==> config.mk <==
export PLATFORM = sky130hd
export DESIGN_NAME = txu_queue
export DESIGN_NICKNAME = d
export VERILOG_FILES = /design/src/sv/txu_pkg.sv /design/src/sv/txu_queue.sv
export SDC_FILE = /design/constraint.sdc
export NUM_CORES = 1
export LEC_CHECK = 0
export BUFFER_PORTS_ARGS = -buffer_cell sky130_fd_sc_hd__buf_2
export CORE_ASPECT_RATIO = 1.5
export CORE_UTILIZATION = 52
export DETAILED_ROUTE_END_ITERATION = 7
export PLACE_DENSITY = 0.75
export SKIP_CTS_REPAIR_TIMING = 1
export SLEW_MARGIN = 20
export SYNTH_ARGS = -nofsm -noshare
export SYNTH_HDL_FRONTEND = slang
export SYNTH_SLANG_ARGS = --single-unit
==> constraint.sdc <==
create_clock -name clk_i -period 8 [get_ports clk_i]
set_input_delay 0.4 -clock clk_i [delete_from_list [all_inputs] [get_ports clk_i]]
set_output_delay 0.4 -clock clk_i [all_outputs]
set_load 0.005 [all_outputs]
==> src/sv/txu_pkg.sv <==
`timescale 1ns / 1ps
package txu_pkg;

  localparam int unsigned RegIdxW  = 6;   // widest register index (64 regs)
  localparam int unsigned RamIdxW  = 16;  // widest RAM index (65536 words)
  localparam int unsigned QueueDepth = 2;

  typedef enum logic [3:0] {
    OP_ADD    = 4'd0,
    OP_SUB    = 4'd1,
    OP_DIV    = 4'd2,
    OP_MUL    = 4'd3,
    OP_MOV    = 4'd4,
    OP_LOADI  = 4'd5,
    OP_LOADM  = 4'd6,
    OP_STOREM = 4'd7,
    OP_BRZ    = 4'd8,
    OP_BRLZ   = 4'd9,
    OP_BRNZ   = 4'd10,
    OP_IBRZ   = 4'd11,
    OP_BRGZ   = 4'd12,
    OP_WRITE  = 4'd13,
    OP_READ   = 4'd14,
    OP_EXIT   = 4'd15
  } txu_opcode_e;

  typedef enum logic [1:0] {
    F_IDLE,
    F_HI,
    F_LO,
    F_PUSH
  } txu_fstate_e;

  typedef enum logic [2:0] {
    B_CLEAR,
    B_IDLE,
    B_EXEC,
    B_MUL,
    B_DIV,
    B_WB
  } txu_bstate_e;

  typedef struct packed {
    logic        [3:0]  req_type;
    logic        [2:0]  dest_index;
    logic signed [15:0] second_operand;
    logic        [15:0] instr_address;
    logic signed [63:0] read_value;
  } txu_req_t;

  typedef struct packed {
    logic               branch_taken;
    logic        [15:0] branch_target;
    logic               write_valid;
    logic signed [63:0] write_value;
    logic               halt;
    logic               div_by_zero;
  } txu_res_t;

  // classified instruction, indices already reduced
  typedef struct packed {
    txu_opcode_e         opcode;
    logic [RegIdxW-1:0]  d_idx;
    logic [RegIdxW-1:0]  s_idx;
    logic [RamIdxW-1:0]  ram_addr;
    logic [15:0]         offset;
    logic [15:0]         pc;
    logic [63:0]         read_value;
  } txu_op_t;

endpackage

==> src/sv/txu_queue.sv <==
`timescale 1ns / 1ps
module txu_queue import txu_pkg::*; (
  input  logic    clk_i,
  input  logic    rst_ni,
  input  logic    push_i,
  output logic    push_ready_o,
  input  txu_op_t push_data_i,
  output logic    pop_valid_o,
  input  logic    pop_i,
  output txu_op_t pop_data_o
);

  localparam int unsigned PW = $clog2(QueueDepth);

  txu_op_t       mem_q [QueueDepth];
  logic [PW-1:0] wptr_q, wptr_d, rptr_q, rptr_d;
  logic [PW:0]   cnt_q, cnt_d;
  logic          do_push, do_pop;

  assign push_ready_o = (cnt_q != (PW+1)'(QueueDepth));
  assign pop_valid_o  = (cnt_q != '0);
  assign pop_data_o   = mem_q[rptr_q];
  assign do_push      = push_i && push_ready_o;
  assign do_pop       = pop_i && pop_valid_o;

  always_comb begin
    wptr_d = do_push ? wptr_q + PW'(1) : wptr_q;
    rptr_d = do_pop ? rptr_q + PW'(1) : rptr_q;
    cnt_d  = cnt_q + (PW+1)'(do_push) - (PW+1)'(do_pop);
  end

  always_ff @(posedge clk_i or negedge rst_ni) begin
    if (!rst_ni) begin
      wptr_q <= '0;
      rptr_q <= '0;
      cnt_q  <= '0;
    end else begin
      wptr_q <= wptr_d;
      rptr_q <= rptr_d;
      cnt_q  <= cnt_d;
    end
  end

  always_ff @(posedge clk_i) begin
    if (do_push) mem_q[wptr_q] <= push_data_i;
  end

endmodule

==> metrics list, run 1 <==
- Worst R2R Path Depth: 3
- Number of placement rows: 60
- The wire-length estimate of the detail-placed layout is 11700 um.
- Clock buffer count from CTS: 23
- Capture endpoint of the worst hold path: mem_q[0][47]
* Number of instances in the synthesized netlist: 420
- The detail route stage leaves a number of antenna-violating nets equal to 0.
- Tcrit/Tclk final: 41.0%
- Slew HR: 35.9%
- Clock tree sinks: 260
- STA puts the critical path data required time at 7.60 ns.
- Excluding fillers, the count of instances in the completed layout stands at around 940.
- Capture point of the worst reg-to-reg path: mem_q[1][93]
* Fraction of final layout cells sized beyond drive strength 1: around 60%
- Ranked by instance count, the synthesized netlist is headed by 256 x sky130_fd_sc_hd__edfxtp_1, 128 x sky130_fd_sc_hd__mux2_2, 13 x sky130_fd_sc_hd__buf_6.
- Run status: finished, final reports clean
* CP Max Fanout: 68
- Final Net Count: 830
* Synth warn: 0
* Core box area: 17900 um^2
* Critical R2R Launch: cnt_q[0]
* Setup repair after global routing missed its margin: false
* Fmax: 305 MHz
- Summed over all cells, the static leakage comes to 4.38 nW.
- The number of antenna violations at the first check in global routing was 7.
- Clock-pin slew was measured on the worst setup and hold paths at 0.06 ns.
* First-pass GRT wire length: about 26000 um
- Post-synth cell types: 18
- From left edge to right edge, the die measures 112 um.
* Worst setup timing slack at the placement stage: 5.18 ns
- Clock skew on the completed layout was measured at 0.00558 ns.
* Final total negative setup slack: 0 ns
* Number of setup violations in the final report: 0
* Area growth from synthesis to layout: 23.4%
* Post-detailed-route via-to-cell ratio: 5.21
- Share of flip-flops with an asynchronous set or reset: 1.54%
* Die Outline Area: about 19000 um^2
- Hold Fails Final Rpt: 0
- The total overflow left after global routing is 0.
- Counting I/O delays and the setup requirement, the final critical path takes roughly 3.3 ns.
* Slack of the critical path: 4.72 ns
- At the later pin of the worst-skew pair, clock insertion delay measures slightly below 0.5 ns.
- Max-slew violations: 0
- Counting tap cells, the placed design contains a total of 888 instances.
* Post-Synthesis Net Count: 553
* Critical path capture point type: output port
- Main synth FF type: sky130_fd_sc_hd__edfxtp_1
- 262 I/O pins were placed.
* Startpoint of the tightest hold check path: push_data_i[47]
- Via count of the first global-routing pass: 5119
* Count of filler cells inserted in the layout: 1243
- Total vias in the final route: 4871
- STA classifies the critical path startpoint as a flip-flop.
* Buffers from clock root to sink, at most: 3
* Main area contributors after synthesis: sky130_fd_sc_hd__edfxtp_1 81%, sky130_fd_sc_hd__mux2_2 15%, sky130_fd_sc_hd__buf_6 1.5%
- The critical path is of the flip-flop to output port type.
- Across the run, the number of max-cap violations was 0.
- The synthesized netlist occupies a cell area of 9500 um^2.
- Post-synth EDFFs: 256
* Top cell type by total area after synthesis: sky130_fd_sc_hd__edfxtp_1
- Routability-driven placement finished with a final weighted congestion of between 0.7 and 0.8.
* Share of Yosys cell area claimed by the top area cell type: 80.9%
* Most instantiated library cell after synthesis: sky130_fd_sc_hd__edfxtp_1
* CTS tree: built
- Internal Power: 3.03 mW
* Post-detailed-routing wire length: 17600 um
* Portion of total power attributed to the clock network: between 20% and 30%
- For flop-to-flop paths, the worst setup slack is 5.58 ns.
* Sequential share of power: 48.4%
- Starting utilization of the core area: 52.9%
- CTS built an H-tree with a depth of 1.
- Y dimension of the die: 168 um
- The tightest min-delay check is of the primary input to flip-flop type.
- Slew of the pin with the lowest slew margin: 0.962 ns
- Hold depth: 1
- Post-Syn Area per Cell: 22.6 um^2
- After detailed routing, the number of remaining DRC violations is 0.
- IO buf count: 261
- DR pass1 iterations: 4
- Counting flops and latches in the post-synthesis netlist gives 260.
- Part of the power in combinational logic: 25.6%
- Largest vdd supply drop: about 220 uV
- Count of routing violations after the opening detailed-route iteration: 251
- Fraction of the yosys area taken by sequential cells: 82.0%
- For this design the ratio of total power to cell area is 352 nW/um^2.
- GRT Resource Usage Total: 18.4%
- After detailed routing, the average wire length per cell comes to approximately 19 um.
- CTS root buffer: sky130_fd_sc_hd__clkbuf_16
* Switching pwr: 1.09 mW
- Switching portion of total power: 26.4%
* Pin count of the biggest net entering global routing: 87
- Worst path arrival time: 2.88 ns
state kept, by name, indices dropped and copies added (netlist names):
signal,count
rptr_q,1
cnt_q,2
wptr_q,1
mem_q,256
through the flow:
| stage | hold slack (ns) | total power [mW] | area (um^2) | utilization [%] |
|---|---|---|---|---|
| 2_1_floorplan | 0.104 | 2.71 | 9500 | - |
| 3_3_place_gp | 0.206 | 3.06 | 11000 | 61.2 |
| 3_5_place_dp | 0.213 | 3.10 | 11000 | 61.2 |
| 4_1_cts | -0.317 | 4.17 | 11700 | 65.2 |
| 5_1_grt | 0.0615 | 4.31 | 11700 | 65.3 |
| 6_report | 0.0879 | 4.12 | 11700 | 65.4 |
how the worst max path moves through the flow:
stage	from	endpoint	slack, ns	cells past startpoint
after floorplan	cnt_q[0]	mem_q[0][0]	1.40	3
after global placement	rptr_q	pop_data_o[35]	5.22	3
after detailed placement	rptr_q	pop_data_o[35]	5.18	3
after CTS	rptr_q	pop_data_o[35]	4.66	3
after global routing	rptr_q	pop_data_o[35]	4.57	3
final	rptr_q	pop_data_o[28]	4.72	3
worst max-delay path, cell delays in order, from the launching register on:
cell	delay, ns
sky130_fd_sc_hd__dfrtp_4	0.96
sky130_fd_sc_hd__buf_4	0.79
sky130_fd_sc_hd__mux2_2	0.43
sky130_fd_sc_hd__buf_2	0.13
power by group through the flow:
| stage | sequential, mW | clock (mW) | combinational (mW) |
|---|---|---|---|
| after floorplan | 1.99 | 0 | 0.723 |
| final | 2.00 | 1.07 | 1.05 |
| after CTS | 2.00 | 1.09 | 1.08 |
| after global routing | 2.03 | 1.14 | 1.14 |
| after global placement | 2.01 | 0 | 1.05 |
| after detailed placement | 2.03 | 0 | 1.07 |
cells in the final DEF (no fill, tap or decap):
cell	netlist	final
sky130_fd_sc_hd__buf_2	1	261
sky130_fd_sc_hd__edfxtp_1	256	256
sky130_fd_sc_hd__mux2_2	128	128
sky130_fd_sc_hd__clkbuf_16	0	23
sky130_fd_sc_hd__diode_2	0	6
sky130_fd_sc_hd__clkbuf_1	0	6
sky130_fd_sc_hd__clkinv_1	0	4
sky130_fd_sc_hd__xnor2_1	3	3
sky130_fd_sc_hd__bufinv_16	0	3
sky130_fd_sc_hd__clkinv_2	0	3
sky130_fd_sc_hd__dfrtp_1	4	3
sky130_fd_sc_hd__buf_4	0	3
sky130_fd_sc_hd__nor2_1	3	2
sky130_fd_sc_hd__nand2_1	2	2
sky130_fd_sc_hd__or2_2	1	1
sky130_fd_sc_hd__nand2b_1	1	1
sky130_fd_sc_hd__a21bo_2	1	1
sky130_fd_sc_hd__a32oi_1	1	1
sky130_fd_sc_hd__nor2b_1	1	1
sky130_fd_sc_hd__a211oi_1	1	1
sky130_fd_sc_hd__nand3_1	1	1
sky130_fd_sc_hd__o21ai_0	1	1
sky130_fd_sc_hd__nor2_4	0	1
sky130_fd_sc_hd__and3_4	0	1
sky130_fd_sc_hd__ha_1	1	1
sky130_fd_sc_hd__clkinvlp_4	0	1
sky130_fd_sc_hd__dlygate4sd3_1	0	1
sky130_fd_sc_hd__buf_6	13	1
sky130_fd_sc_hd__dfrtp_4	0	1
final cells by class:
class | instances | area, um^2 | share of cell area, %
clock inverter | 11 | 128 | 1.09
multi-input combinational | 146 | 1570 | 13.4
clock buffer | 29 | 598 | 5.10
sequential | 260 | 7790 | 66.4
timing repair buffer | 266 | 1350 | 11.5
antenna | 6 | 15.0 | 0.128
tap | 217 | 272 | 2.32
routing by layer:
layer / up-vias / part of all wire [%] / global-route usage [%]
met5: - / 0.074 / 0
met4: 2 / 4.2 / 8.75
met3: 48 / 7.1 / 4.81
met2: 181 / 54 / 34.6
met1: 2408 / 34 / 18.8
li1: 2232 / - / -
cells by family after synthesis:
kind of cell / after synthesis / synth area share (%)
flops: 260 / 82.0
mux: 128 / 15.2
simple gates: 10 / 0.514
fa+ha+maj: 1 / 0.132
buf+inv: 14 / 1.59
xor+xnor: 3 / 0.277
compound gates: 4 / 0.329
Note: power is estimated with default switching activity, not from simulation.
==> run 2: changes to the inputs <==
--- a/config.mk
+++ b/config.mk
@@ -7,9 +7,9 @@
 export LEC_CHECK = 0
 export BUFFER_PORTS_ARGS = -buffer_cell sky130_fd_sc_hd__buf_2
 export CORE_ASPECT_RATIO = 1.5
-export CORE_UTILIZATION = 52
+export CORE_UTILIZATION = 47
 export DETAILED_ROUTE_END_ITERATION = 7
-export PLACE_DENSITY = 0.75
+export PLACE_DENSITY = 0.72
 export SKIP_CTS_REPAIR_TIMING = 1
 export SLEW_MARGIN = 20
 export SYNTH_ARGS = -nofsm -noshare
==> constraint.sdc (replaced) <==
create_clock -name clk_i -period 2.7 [get_ports clk_i]
set_input_delay 0.135 -clock clk_i [delete_from_list [all_inputs] [get_ports clk_i]]
set_output_delay 0.135 -clock clk_i [all_outputs]
set_load 0.005 [all_outputs]
==> run 2 against run 1 <==
Against the previous run: total power increased to 3.0 times the previous value; sequential share of layout area shrank 7.3 points; via count up 9.7%; highest routed layer is now met4.
==> metrics list, run 2 (synthesis gave the netlist of run 1 again) <==
- Die X: 118 um (+5.1%)
- Total congestion overflow: 0 (unchanged)
- STA classifies the critical path startpoint as a flip-flop.
* Number of antenna violations at the first check in global routing: 1 (-6)
- Post-detailed-routing wire length: 19400 um (+10%)
- The count of non-filler cells in the finished layout is 1110 (+19%).
* Cell area after layout: 13200 um^2 (+12%)
- The number of cell rows is 63 (+5.0%).
- Number of setup violations in the final report: 0 (unchanged)
* Largest regs: mem_q: 256 flops, cnt_q: 2 flops
- The number of I/O pins is 262 (unchanged).
- The worst slew margin relative to its limit came to 74.2% (+38 points).
- The final count of hold timing violations was 0 (unchanged).
* Total vias in the final route: 5345 (+9.7%)
- Among all stages on the critical path, the largest delay is contributed by sky130_fd_sc_hd__dfrtp_4.
- The instance area after placement was 11100 um^2 (+1.4%).
* Run status: finished, final reports clean
- STA classifies the critical path endpoint as an output port.
* Clock buffer count from CTS: 24 (+4.3%)
- The arrival time reported for the critical path endpoint is 1.86 ns (-1.02 ns).
* Worst path max stage delay: 0.44 ns (-0.52 ns)
- More flip-flops sit in one register than any other, and that register is mem_q.
- The worst IR drop on VDD came to 935 uV (+320%).
* DR pass1 iterations: 4 (unchanged)
- The placer's final routability congestion estimate came to 0.744 (-3.6%).
- The height of the die came to 176 um (+5.1%).
- The routed design could run at a clock period as short as 1.99 ns.
- The cell area power density was 943 nW/um^2 (+170%).
- The library cell used most frequently in the layout, excluding fill and tap cells, is sky130_fd_sc_hd__buf_2.
- Pin count of the biggest net entering global routing: 69 (-21%)
- The flip-flop count of the largest register after layout came to 256 (unchanged).
* DP Cell Count: 933 (+5.1%)
* Max-capacitance violation count: 0 (unchanged)
* Final Net Count: 964 (+16%)
* First-pass GRT wire length: 26500 um (+0.63%)
- The total negative setup slack is 0 ns (unchanged).
* Clock tree sinks: 260 (unchanged)
- The total global routing track utilization is 16.5% (-1.9 points).
- Worst Path Class, Setup: flip-flop to output port
- The top cell types in the final layout, fill and taps aside, are 261 x sky130_fd_sc_hd__buf_2, 256 x sky130_fd_sc_hd__edfxtp_1, 132 x sky130_fd_sc_hd__dlygate4sd3_1, 128 x sky130_fd_sc_hd__mux2_2, 25 x sky130_fd_sc_hd__clkbuf_16.
- Tcrit/Tclk final: 73.8%
* Critical-path cell list: buf_12, mux2_2, buf_2
- Die Outline Area: 20800 um^2 (+10%)
* Starting utilization of the core area: 48.0% (-4.9 points)
- Max-slew violations: 0 (unchanged)
- IO buf count: 261 (unchanged)
* Post-detailed-route via-to-cell ratio: 4.82 (-7.6%)
* Final hold slack: 0.350 ns (+0.262 ns)
- CTS root buffer: sky130_fd_sc_hd__clkbuf_16
- Worst Skew: 0.00786 ns (+0.00228 ns)
- The path class of the tightest hold or removal check is primary input to flip-flop.
- CTS tree: built
* Pleak: 4.97 nW (+13%)
- Buffers from clock root to sink, at most: 3 (unchanged)
- Core box area: 19800 um^2 (+10%)
- The fraction of layout instances using a drive strength above 1 came to 51.2% (-8.9 points).
- Count of routing violations after the opening detailed-route iteration: 246 (-2.0%)
* Setup repair after global routing missed its margin: false
- Clock slew at the register clock pins of the worst setup and hold paths: 0.06 ns (about the same)
- Final HPWL from detailed placement: 11500 um (-1.5%)
* Antenna-violating nets left: 0 (unchanged)
* Slew of the pin with the lowest slew margin: 0.387 ns (-0.575 ns)
* # H-tree levels: 1 (unchanged)
- Count of unresolved DRC violations after routing: 0 (unchanged)
* Required arrival time at the worst endpoint: 2.57 ns (-5.03 ns)
* Area growth from synthesis to layout: 38.6%
- The number of global-route vias before repair came to 5247 (+2.5%).
* Mean routed wirelength per cell: 17.5 um (-7.3%)
- Timing would allow up to ~500 MHz.
- CP Max Fanout: 65 (-4.4%)
- The clock network latency to the later pin of the worst-skew pair is 0.51 ns (+0.02 ns).
## run 2: cell count changes in the layout (fill, tap and decap cells not counted), sizes merged
cell	previous run	this run
inv	0	1
diode	6	1
dlygate4sd3	1	132
buf	265	267
clkinv	7	11
clkbuf	29	32
clkinvlp	1	0
bufinv	3	0
## run 2: metal layers
layer  wire length, um  global-route usage (%)  up-vias  part of all wire (%)
met5                 0                       0        -                     0
met4               430                    8.17        0                   2.2
met3               986                    3.97       34                   5.1
met2             11100                    30.1      188                    57
met1              6900                    17.8     2629                    36
li1                  -                       -     2494                     -
## run 2: path summary, 6_finish.rpt
path,from,to,slack [ns],depth (start not counted)
setup / recovery,rptr_q,pop_data_o[12],0.71,3
hold / removal,push_data_i[40],mem_q[0][40],0.35,2
setup reg to reg,cnt_q[0],mem_q[0][28],1.07,4
hold reg to reg,wptr_q,wptr_q,0.58,1
max in group asynchronous,rst_ni,rptr_q,1.95,3
min in group asynchronous,rst_ni,rptr_q,0.55,3
## run 2: area by class of cell
cell class	count	area, um^2
clock buffer	32	652
multi-input combinational	146	1590
timing repair buffer	399	2750
fill	1325	6620
sequential	260	7790
clock inverter	12	58.8
antenna	1	2.50
tap	260	325
## run 2: worst max-delay path, delay by kind of cell (launching register included)
family   cells  cell delay [ns]
flops        1             0.44
buf+inv      2             0.42
mux          1             0.40
## run 2: per-stage QoR
stage / total power, mW / utilization (%) / setup slack [ns]
2_1_floorplan: 7.95 / - / -0.245
3_3_place_gp: 9.19 / 56.3 / 1.17
3_5_place_dp: 9.30 / 56.3 / 1.12
4_1_cts: 12.4 / 59.8 / 0.711
5_1_grt: 13.0 / 66.5 / 0.645
6_report: 12.4 / 66.5 / 0.706
## run 2: report_power, final
part           switching [mW]  internal, mW
registers               0.228          5.51
clock network            1.36          1.70
logic                    1.78          1.85
total                    3.36          9.06
==> run 3: changes to the inputs <==
--- a/config.mk
+++ b/config.mk
@@ -7,9 +7,9 @@
 export LEC_CHECK = 0
 export BUFFER_PORTS_ARGS = -buffer_cell sky130_fd_sc_hd__buf_2
 export CORE_ASPECT_RATIO = 1.5
-export CORE_UTILIZATION = 47
+export CORE_UTILIZATION = 52
 export DETAILED_ROUTE_END_ITERATION = 7
-export PLACE_DENSITY = 0.72
+export PLACE_DENSITY = 0.75
 export SKIP_CTS_REPAIR_TIMING = 1
 export SLEW_MARGIN = 20
 export SYNTH_ARGS = -nofsm -noshare
==> constraint.sdc (replaced) <==
create_clock -name clk_i -period 1.85 [get_ports clk_i]
set_input_delay 0.0925 -clock clk_i [delete_from_list [all_inputs] [get_ports clk_i]]
set_output_delay 0.0925 -clock clk_i [all_outputs]
set_load 0.005 [all_outputs]
==> run 3 against run 2 <==
Against the previous run: the run now ends with negative setup slack left; via count increased by 4.8%; combinational power increased by 70%; worst hold slack got worse by 0.035 ns; total power increased by 51%; core utilization increased by 7.8 points; global-route usage increased by 2.0 points; clock power increased by 38%; register-to-register slack got worse by 0.83 ns; first-iteration DRC count increased by 8.5%; cell count decreased by 3.1%; critical path type unchanged; highest routed layer unchanged.
==> metrics list, run 3 (synthesis gave the netlist of run 1 again) <==
- Overall power: 18.8 mW (+51%)
* Max-capacitance violation count: 0 (unchanged)
- Tcrit/Tclk final: 101%
* Total vias in the final route: 5600 (+4.8%)
- Violated checks: negative setup slack
* Number of setup violations in the final report: 27 (+27)
* Mean routed wirelength per cell: 19.9 um (+14%)
* Pleak: 5.08 nW (+2.2%)
* Die Outline Area: 18800 um^2 (-9.5%)
- Hold Fails Final Rpt: 0 (unchanged)
- The library cell used most frequently in the layout, excluding fill and tap cells, is sky130_fd_sc_hd__buf_2.
- The setup path with the least slack is of type flip-flop to output port.
* Final Net Count: 980 (+1.7%)
* Count of routing violations after the opening detailed-route iteration: 267 (+8.5%)
* Largest vdd supply drop: 1110 uV (+19%)
- First-pass GRT wire length: 26600 um (+0.50%)
- The arrival time reported for the critical path endpoint is 1.78 ns (-0.08 ns).
- The flip-flop count of the largest register after layout came to 256 (unchanged).
* Commonest cells after routing, fill and taps aside: 259 x sky130_fd_sc_hd__buf_2, 256 x sky130_fd_sc_hd__edfxtp_1, 132 x sky130_fd_sc_hd__dlygate4sd3_1, 128 x sky130_fd_sc_hd__mux2_2, 28 x sky130_fd_sc_hd__clkbuf_16
* Clock tree sinks: 260 (unchanged)
- The count of TritonRoute iterations in the first routing pass is 4 (unchanged).
* Gpl congestion: 0.713 (-4.2%)
- Tracing the worst setup path back leads to its startpoint at rptr_q.
- The count of input and output buffers was 261 (unchanged).
- STA classifies the critical path startpoint as a flip-flop.
- Derived from the worst setup path, the maximum achievable clock frequency is between 500 and 600 MHz.
- The total negative setup slack was -0.181 ns (-0.181 ns).
* Starting utilization of the core area: 52.9% (+4.9 points)
- Top-Level Pins: 262 (unchanged)
- The number of global-route vias before repair is 5326 (+1.5%).
* Post-detailed-route via-to-cell ratio: 5.20 (+8.1%)
* Area growth from synthesis to layout: 40.5%
- Antenna-violating nets left: 0 (unchanged)
- N_diodes: 0 (-1)
- The maximum number of pins on one net before global-route repair came to 71 (+2.9%).
* CP Max Fanout: 13 (-80%)
* Power per cell area: 1410 nW/um^2 (+49%)
* DP Cell Count: 896 (-4.0%)
- Cell area after layout: 13300 um^2 (+1.4%)
- STA classifies the critical path endpoint as an output port.
* Fraction of final layout cells sized beyond drive strength 1: 52.3% (+1.0 points)
- The worst slack after detailed placement was 0.248 ns (-0.871 ns).
- Run status: finished with violations
- Minimum clock period: 1.88 ns
* Final HPWL from detailed placement: 12100 um (+5.0%)
- The number of cell rows is 60 (-4.8%).
- The clock slew seen by the registers of the worst setup and hold paths is 0.06 ns (about the same).
* Register with the most flip-flops: mem_q
- Total congestion overflow: 0 (unchanged)
- The number of CTS-inserted buffers came to 23 (-4.2%).
* Worst hold path type: primary input to flip-flop
- The worst-case setup margin in the final layout came to -0.0272 ns (-0.734 ns).
- Slew HR: 73.7% (-0.48 points)
- Clock latency at the later pin of the worst-skew pair: 0.50 ns (about the same)
- The count of final max-slew check failures is 0 (unchanged).
- The height of the die was 168 um (-4.9%).
- The standard cell core area was 17900 um^2 (-9.3%).
- The total global routing track utilization came to 18.5% (+2.0 points).
* Final core occ: 74.4% (+7.8 points)
- Slew of the pin with the lowest slew margin: 0.395 ns (+0.00715 ns)
* Setup repair after global routing missed its margin: true
* Worst Skew: 0.0115 ns (+0.00361 ns)
* Number of antenna violations at the first check in global routing: 0 (-1)
* Startpoint of the tightest hold check path: push_data_i[96]
- CTS root buffer: sky130_fd_sc_hd__clkbuf_16
- Final hold slack: 0.315 ns (-0.0352 ns)
- The worst register-to-register path begins at cnt_q[0].
- The count of non-filler cells in the finished layout is 1076 (-3.1%).
- The horizontal extent of the die is 112 um (-4.8%).
- The critical path data required time came to 1.76 ns (-0.81 ns).
* Buffers from clock root to sink, at most: 3 (unchanged)
* CTS tree: built
- The largest registers in the layout are mem_q: 256 flops, cnt_q: 2 flops.
- Post-detailed-routing wire length: 21400 um (+10%)
- The final routed DRC violation total was 0 (unchanged).
* Placed inst area: 11200 um^2 (+0.26%)
- The number of H-tree branching levels was 1 (unchanged).
-- run 3: cell count changes in the layout (fill, tap and decap cells not counted), sizes merged --
| cell | before | now |
|---|---|---|
| clkinv | 11 | 10 |
| clkinvlp | 0 | 2 |
| clkbuf | 32 | 31 |
| diode | 1 | 0 |
| inv | 1 | 0 |
| buf | 267 | 278 |
-- run 3: critical path, stage by stage, from the launching register on --
cell,delay (ns)
sky130_fd_sc_hd__dfrtp_4,0.52
sky130_fd_sc_hd__buf_12,0.16
sky130_fd_sc_hd__clkbuf_16,0.17
sky130_fd_sc_hd__mux2_2,0.28
sky130_fd_sc_hd__buf_2,0.14
-- run 3: cell type report --
class                      count  area (um^2)
multi-input combinational    146         1590
timing repair buffer         416         3050
sequential                   260         7790
tap                          217          272
clock inverter                12         62.6
clock buffer                  25          583
fill                        1011         4600
-- run 3: power breakdown --
part | switching, mW | internal [mW]
clock | 1.95 | 2.26
sequential | 0.367 | 8.04
combinational | 2.87 | 3.27
-- run 3: per-layer routing --
layer / vias up / share of wire (%) / global-route usage, %
li1: 2522 / - / -
met1: 2766 / 34 / 18.4
met2: 249 / 56 / 35.1
met3: 63 / 5.4 / 4.02
met4: 0 / 4.5 / 10.2
met5: - / 0 / 0
-- run 3: path summary, 6_finish.rpt --
kind | end | slack [ns] | cells past startpoint
max in group asynchronous | rptr_q | 1.15 | 3
min in group asynchronous | wptr_q | 0.51 | 3
max reg2reg | mem_q[0][123] | 0.24 | 4
min reg2reg | wptr_q | 0.57 | 1
min | mem_q[1][96] | 0.32 | 2
max | pop_data_o[3] | -0.03 | 4
